--- config.mk ---
export PLATFORM = sky130hd
export DESIGN_NAME = bbl_cell
export DESIGN_NICKNAME = d
export VERILOG_FILES = /design/src/hw/rtl/assert_macros.svh /design/src/hw/rtl/bbl_pkg.sv /design/src/hw/rtl/bbl_cell.sv
export SDC_FILE = /design/constraint.sdc
export NUM_CORES = 1
export LEC_CHECK = 0
export ABC_AREA = 1
export ABC_CLOCK_PERIOD_IN_PS = 29800
export BUFFER_PORTS_ARGS = -buffer_cell sky130_fd_sc_hd__clkbuf_2
export CORE_MARGIN = 2
export CORE_UTILIZATION = 30
export DETAILED_ROUTE_END_ITERATION = 6
export MAX_ROUTING_LAYER = met4
export PLACE_DENSITY = 0.62
export SYNTH_ARGS = -nofsm -noshare
export SYNTH_HDL_FRONTEND = slang
export SYNTH_SLANG_ARGS = --single-unit
--- constraint.sdc ---
create_clock -name clock -period 29.8 [get_ports clock]
set_clock_uncertainty 0.2 [all_clocks]
set_input_delay 7.45 -clock clock [delete_from_list [all_inputs] [get_ports clock]]
set_output_delay 7.45 -clock clock [all_outputs]
set_load 0.005 [all_outputs]
--- src/hw/rtl/assert_macros.svh ---
// Assertion macros shared by the byte budget LFU cache policy RTL.
// Included by the files that check their own logic; no other dependencies.
`ifndef ASSERT_MACROS_SVH
`define ASSERT_MACROS_SVH
`ifndef ASSERT_OFF
`define BBL_ASSERT(label, prop) \
   label: assert property (@(posedge clock) disable iff (reset) (prop)) \
      else $error("assertion failed");
`define BBL_ASSERT_IMPL(label, pre, post) \
   label: assert property (@(posedge clock) disable iff (reset) (pre) |-> (post)) \
      else $error("assertion failed");
`define BBL_ASSERT_NEXT(label, pre, post) \
   label: assert property (@(posedge clock) disable iff (reset) (pre) |=> (post)) \
      else $error("assertion failed");
`else
`define BBL_ASSERT(label, prop)
`define BBL_ASSERT_IMPL(label, pre, post)
`define BBL_ASSERT_NEXT(label, pre, post)
`endif
`endif

--- src/hw/rtl/bbl_pkg.sv ---
// Types and constants for the byte budget LFU cache policy core.
// No dependencies; imported by the cell, the top level and the testbench.
package bbl_pkg;

   localparam int SLOTS_DEFAULT = 16;
   localparam logic [31:0] BUDGET_RESET = 32'd1048576;
   localparam logic [4:0] EVICT_MAX = 5'd31;

   typedef enum logic [1:0] {
      OP_GET      = 2'd0,
      OP_PUT      = 2'd1,
      OP_CONTAINS = 2'd2,
      OP_CLEAR    = 2'd3
   } op_type;

   typedef enum logic [2:0] {
      CELL_IDLE,
      CELL_CLEAR,
      CELL_DROP,
      CELL_INSERT,
      CELL_TOUCH
   } cell_cmd_type;

   typedef enum logic [2:0] {
      ST_IDLE,
      ST_EXEC,
      ST_CHECK,
      ST_SCAN
   } fsm_type;

   typedef struct packed {
      op_type      operation;
      logic [63:0] key_tag;
      logic [31:0] object_bytes;
   } req_type;

   typedef struct packed {
      logic        hit;
      logic        stored;
      logic [4:0]  evicted_count;
      logic [31:0] entry_use_count;
      logic [31:0] hit_total;
      logic [31:0] miss_total;
      logic [31:0] bytes_in_use;
      logic [4:0]  entries_in_use;
   } rsp_type;

   typedef struct packed {
      cell_cmd_type cmd;
      logic [63:0]  key;
      logic [31:0]  bytes;
      logic [63:0]  stamp;
   } cell_ctl_type;

   typedef struct packed {
      logic        valid;
      logic [31:0] uses;
      logic [63:0] stamp;
      logic [31:0] bytes;
   } cand_type;

endpackage

--- src/hw/rtl/bbl_cell.sv ---
// One table slot of the cache policy plus one stage of the victim search chain.
// Depends on bbl_pkg.
module bbl_cell #(
   parameter int INDEX = 0,
   parameter int IW    = 4
) (
   input  logic                  clock,
   input  logic                  reset,
   input  bbl_pkg::cell_ctl_type ctl,
   input  logic                  sel,
   input  bbl_pkg::cand_type     cand_in,
   input  logic [IW-1:0]         idx_in,
   output bbl_pkg::cand_type     cand_out,
   output logic [IW-1:0]         idx_out,
   output logic                  valid,
   output logic                  match,
   output logic [31:0]           bytes,
   output logic [31:0]           uses
);
   import bbl_pkg::*;

   logic        valid_ff, valid_in;
   logic [63:0] key_ff;
   logic [31:0] bytes_ff;
   logic [31:0] uses_ff;
   logic [63:0] stamp_ff;
   cand_type    cand_ff, cand_in_w;
   logic [IW-1:0] idx_ff, idx_in_w;
   logic        take_own;

   always_comb begin
      valid_in = valid_ff;
      case (ctl.cmd)
         CELL_CLEAR:  valid_in = 1'b0;
         CELL_DROP:   if (sel) valid_in = 1'b0;
         CELL_INSERT: if (sel) valid_in = 1'b1;
         default:     valid_in = valid_ff;
      endcase
   end

   always_ff @(posedge clock) begin
      if (reset) begin
         valid_ff <= 1'b0;
      end else begin
         valid_ff <= valid_in;
      end
   end

   always_ff @(posedge clock) begin
      if (sel && ctl.cmd == CELL_INSERT) begin
         key_ff   <= ctl.key;
         bytes_ff <= ctl.bytes;
         uses_ff  <= 32'd1;
         stamp_ff <= ctl.stamp;
      end else if (sel && ctl.cmd == CELL_TOUCH) begin
         if (!(&uses_ff)) begin
            uses_ff <= uses_ff + 32'd1;
         end
         stamp_ff <= ctl.stamp;
      end
   end

   // The lower slot wins ties because it entered the chain first.
   always_comb begin
      take_own = valid_ff && (!cand_in.valid || uses_ff < cand_in.uses ||
                 (uses_ff == cand_in.uses && stamp_ff < cand_in.stamp));
      if (take_own) begin
         cand_in_w = '{valid: 1'b1, uses: uses_ff, stamp: stamp_ff, bytes: bytes_ff};
         idx_in_w  = IW'(INDEX);
      end else begin
         cand_in_w = cand_in;
         idx_in_w  = idx_in;
      end
   end

   always_ff @(posedge clock) begin
      if (reset) begin
         cand_ff <= '0;
         idx_ff  <= '0;
      end else begin
         cand_ff <= cand_in_w;
         idx_ff  <= idx_in_w;
      end
   end

   assign cand_out = cand_ff;
   assign idx_out  = idx_ff;
   assign valid    = valid_ff;
   assign match    = valid_ff && key_ff == ctl.key;
   assign bytes    = bytes_ff;
   assign uses     = uses_ff;

endmodule

======== After elaboration in Yosys (flattened, before gate mapping) ========
Cells that the tools add are included.
storage, ports and cells
  register bits after elaboration ......... 326
  bits of input ports ..................... 299
  logic and storage cells ................. 42
  output and inout bits ................... 199
cells by class
  eq/ne operators ......................... 8
  muxes and demuxes ....................... 6
  bitwise logic cells ..................... 1
  $add $sub $neg .......................... 1
  reductions and logical operators ........ 14
  $lt $le $gt $ge ......................... 2
operator list
  kind                   count
  $mux 129               1
  $mux 64                2
  $eq 64x64->1           1
  $lt 64x64->1           1
  $add 32x1->32 const B  1
  $eq 32x32->1           1
  $lt 32x32->1           1
  $reduce_and 32->1      1
  $eq 3x2->1 const B     2
  $logic_and 1x1->1      5
  $ne 2x2->1 const B     2
  $eq 3x1->1 const B     1
  $eq 3x3->1 const B     1
  $pmux 1 s3             1
  $reduce_and 3->1       1
  $reduce_bool 3->1      1
  $logic_or 1x1->1       2
  $mux 1                 2
  $reduce_and 2->1       1
  $reduce_bool 2->1      1
  $reduce_or 2->1        1
  $logic_not 1->1        1
  $not 1->1              1

======== Depth between registers and ports, before layout ========
  depth in word-level cells ............... 5
  mapped depth ............................ 20
  mapped depth without buffers ............ 18

======== Least setup slack after synthesis ========
No wires, ideal clock.
  path kind ............................... in2out
  from .................................... input ctl[124] (netlist bit)
  to ...................................... output match
  cell stages on the path ................. 5
  path buffers ............................ 0
  data required time ...................... 22.150 ns
  setup slack ............................. 13.764 ns
  arrival ................................. 8.386 ns
  cell sequence ........................... or2_2 a221oi_1 nand2_1 nor3_1 and3_1
on the way
  cells in the longest elaborated chain, start to end .. 2
ends and longest elaborated chain
  what               line            text
  start, declared    bbl_cell.sv:9   input bbl_pkg::cell_ctl_type ctl,
  $eq 64x64->1       bbl_cell.sv:89  assign match = valid_ff && key_ff == ctl.key;
  $logic_and 1x1->1  bbl_cell.sv:89
  end, declared      bbl_cell.sv:16  output logic match,
Every way passes these cells.

======== Worst setup path after layout ========
  from .................................... input ctl[129] (netlist bit)
  to ...................................... output match
Same word-level chain as after synthesis.

==> out/metrics.yaml <==
status:
  status: "completed"
setup_path:
  critPathMaxStageDelay_ns: 0.47
  worstPathRequired_ns: 22.15
  rr_worst_depth: 14
  crit_family: "simple AND/OR/NAND/NOR gates"
  timing.rr.end: "cand_out[53]"
  critical_path_peak_fanout: 2
  reg2reg_setup_slack_ns: 25.55
  cp.arrival_ns: 8.86
  startpoint: "ctl[129]"
  r2r_start: "stamp_ff[61]"
  crit_top_cell: "clkbuf_2"
  critPathLaunchType: "primary input"
  end_kind: "primary output"
  crit_path_top_delay_cell: "nor4_1"
  crit_chain: "clkbuf_2 > inv_1 > o22ai_1 > nor4_1 > nand4_1 > nor3_1 > and3_1 > clkbuf_2"
  crit_buf_inv: 3
  crit_type: "primary input to primary output"
cells_and_area:
  layout.nets: 2673
  synthToLayoutAreaGrowth_pct: 27.7
  post-route-util_pct: 38.8
  seqCellArea_mm2: 0.00813
  n_fill_cell: 5285
  final_area_mm2: 0.0200
  drive_above_1_share_pct: 25.5
  multi_input_area_mm2: 0.00589
global_route:
  grt_max_degree: 104
  grt_pass1_wl_um: 74200
  grt_pass1_vias: 13700
  antenna_found_initial: 9
  overflow: 0
  grt_use_total_pct: 18.3
synthesis:
  seq_area_frac_synth_pct: 52.0
  yosysMostFrequentCell: "inv_1"
  synth_area_leader_cell: "edfxtp_1"
  syn_area_per_cell_um2: 8.66
  ys.flop_type: "dfxtp_1"
  yosys_warnings: 0
  synthTopCellsByArea: "edfxtp_1 (31%), dfxtp_1 (21%), ha_1 (7.7%)"
  syn_nets: 2200
  yosys_register_bits: 326
  synth_common_cells: "inv_1 (308), nand2_1 (281), a21oi_1 (195)"
  synth_top_cell_area_share_pct: 30.7
  ys_types: 41
  synth_edf_count: 160
  async_flop_share_pct: 0
  synth.cell_area_mm2: 0.0156
  syn_inst: 1805
route:
  routed_wl_um: 49600
  drt_iter0_drc: 693
  first_pass_iters: 5
  antenna_left: 0
  drc: 0
  wl_per_cell_um: 16.5
  avgViaCountPerCell: 4.60
  num_vias: 13800
pwr:
  pwr-share-seq_pct: 45.0
  p_sw_mw: 0.281
  p_int_mw: 0.851
  p_per_area_mw_per_mm2: 56.7
  power.clock.fraction_pct: 44.2
  switching_share_pct: 24.8
  pwr-share-comb_pct: 10.8
  peakVddDrop_mv: 0.0551
  p_leak_nw: 9.74
timing:
  setup_tns_ns: 0
  fin_crit_sh_pct: 55.4
  worst_slack_ns: 13.29
  period_needed_ns: 16.51
  setup_viol: 0
  hold_violations: 0
  tightest_slew_ns: 1.09
  slew_headroom_pct: 27.2
  rsz0062_at_grt: "false"
  max_freq_mhz: 60.6
  slew_viol_final: 0
placement:
  place_hpwl_um: 37200
  place_area_mm2: 0.0186
  dp_slack_ns: 13.26
  io_buffers: 497
  place.gp.congestion: 0.913
clock_tree:
  clk-insertion-delay-late_ns: 0.55
  cts_tree: "yes"
  path_clk_slew_ns: 0.06
  post_cts_resize_count: 0
  postCtsSetupBuffers: 0
  cts_sinks: 326
  cts_buffers: 41
  htreeDepth: 2
  cts_buffer_depth: 3
  root_buffer: "clkbuf_16"
  hold_buffers: 0
floorplanning:
  num_rows: 83
  core-area_mm2: 0.0514
  die_x_um: 232
  initial_core_util_pct: 30.4
  dieArea_mm2: 0.0540
  ios: 498
  fp.dieH_um: 232
flow_run:
  cap_violations: 0
hold_path:
  hold_depth: 2
  min_from: "uses[3]"
  hp-class: "flop to flop"
  min_to: "uses[4]"
-- tightest hold or removal path, cell delays in order (launching register included) --
cell and delay, ns:
dfxtp_1 0.35, nand2_1 0.08, a21oi_1 0.06
-- metrics by stage --
step,cells,hold slack [ns],power [mW]
finish,3000,0.343,1.13
global route,2998,0.361,1.18
CTS,2991,0.336,1.15
detailed placement,2915,0.323,0.641
global placement,2915,0.317,0.638
floorplan,1805,0.291,0.580
-- worst max path at each step --
stage | endpoint | slack, ns | cells after the start
after global routing | match | 13.11 | 8
final | match | 13.29 | 8
after floorplan | match | 13.76 | 5
after global placement | match | 13.24 | 8
after detailed placement | match | 13.26 | 8
after CTS | match | 13.24 | 8
-- cells by family after synthesis --
| kind of cell | Yosys count | share of synthesized area [%] |
|---|---|---|
| simple gates | 694 | 19.1 |
| fa+ha+maj | 96 | 7.68 |
| xor+xnor | 15 | 0.840 |
| compound gates | 288 | 9.92 |
| buf+inv | 386 | 10.5 |
| flops | 326 | 52.0 |
-- state kept, by name (all words and copies together), names as in the netlist --
signal,cells
bytes,32
valid,1
uses,32
idx_out,4
key_ff,64
cand_out,129
stamp_ff,64
-- layout by cell type (no fill, tap or decap), drive strengths merged, types with 8 or more instances in the layout --
cell type and n:
a21oi 195, diode 9, nor2 185, nand4 16
xnor2 11, edfxtp 160, or2 9, a22o 9
dfxtp 166, nor4 11, inv 315, o22ai 11
nor3 25, ha 96, clkinv 11, buf 8
nand2 283, clkbuf 555, nand3 158, o21ai 53
-- cell type report --
type	instances	share of cell area, %
flip-flops and latches	326	40.7
well taps	680	4.26
diodes	9	0.113
clock buffers	58	5.92
repair buffers	505	12.8
multi-input cells	1093	29.5
clock inverters	18	0.871
inverters	311	5.86
-- power by group through the flow --
stage	clock network (mW)	logic [mW]	registers, mW
6_report	0.501	0.122	0.509
5_1_grt	0.533	0.140	0.511
4_1_cts	0.516	0.124	0.509
3_5_place_dp	0	0.123	0.519
3_3_place_gp	0	0.120	0.518
2_1_floorplan	0	0.0635	0.516
-- layer usage --
metal | wire [um] | vias up | share of wire (%) | track usage, %
li1 | - | 6893 | - | -
met1 | 20500 | 6371 | 41 | 21.2
met2 | 23900 | 463 | 48 | 30.2
met3 | 3750 | 86 | 7.6 | 5.16
met4 | 1390 | 0 | 2.8 | 6.41
met5 | 0 | - | 0 | -
Power figures use the tool's default switching activity.
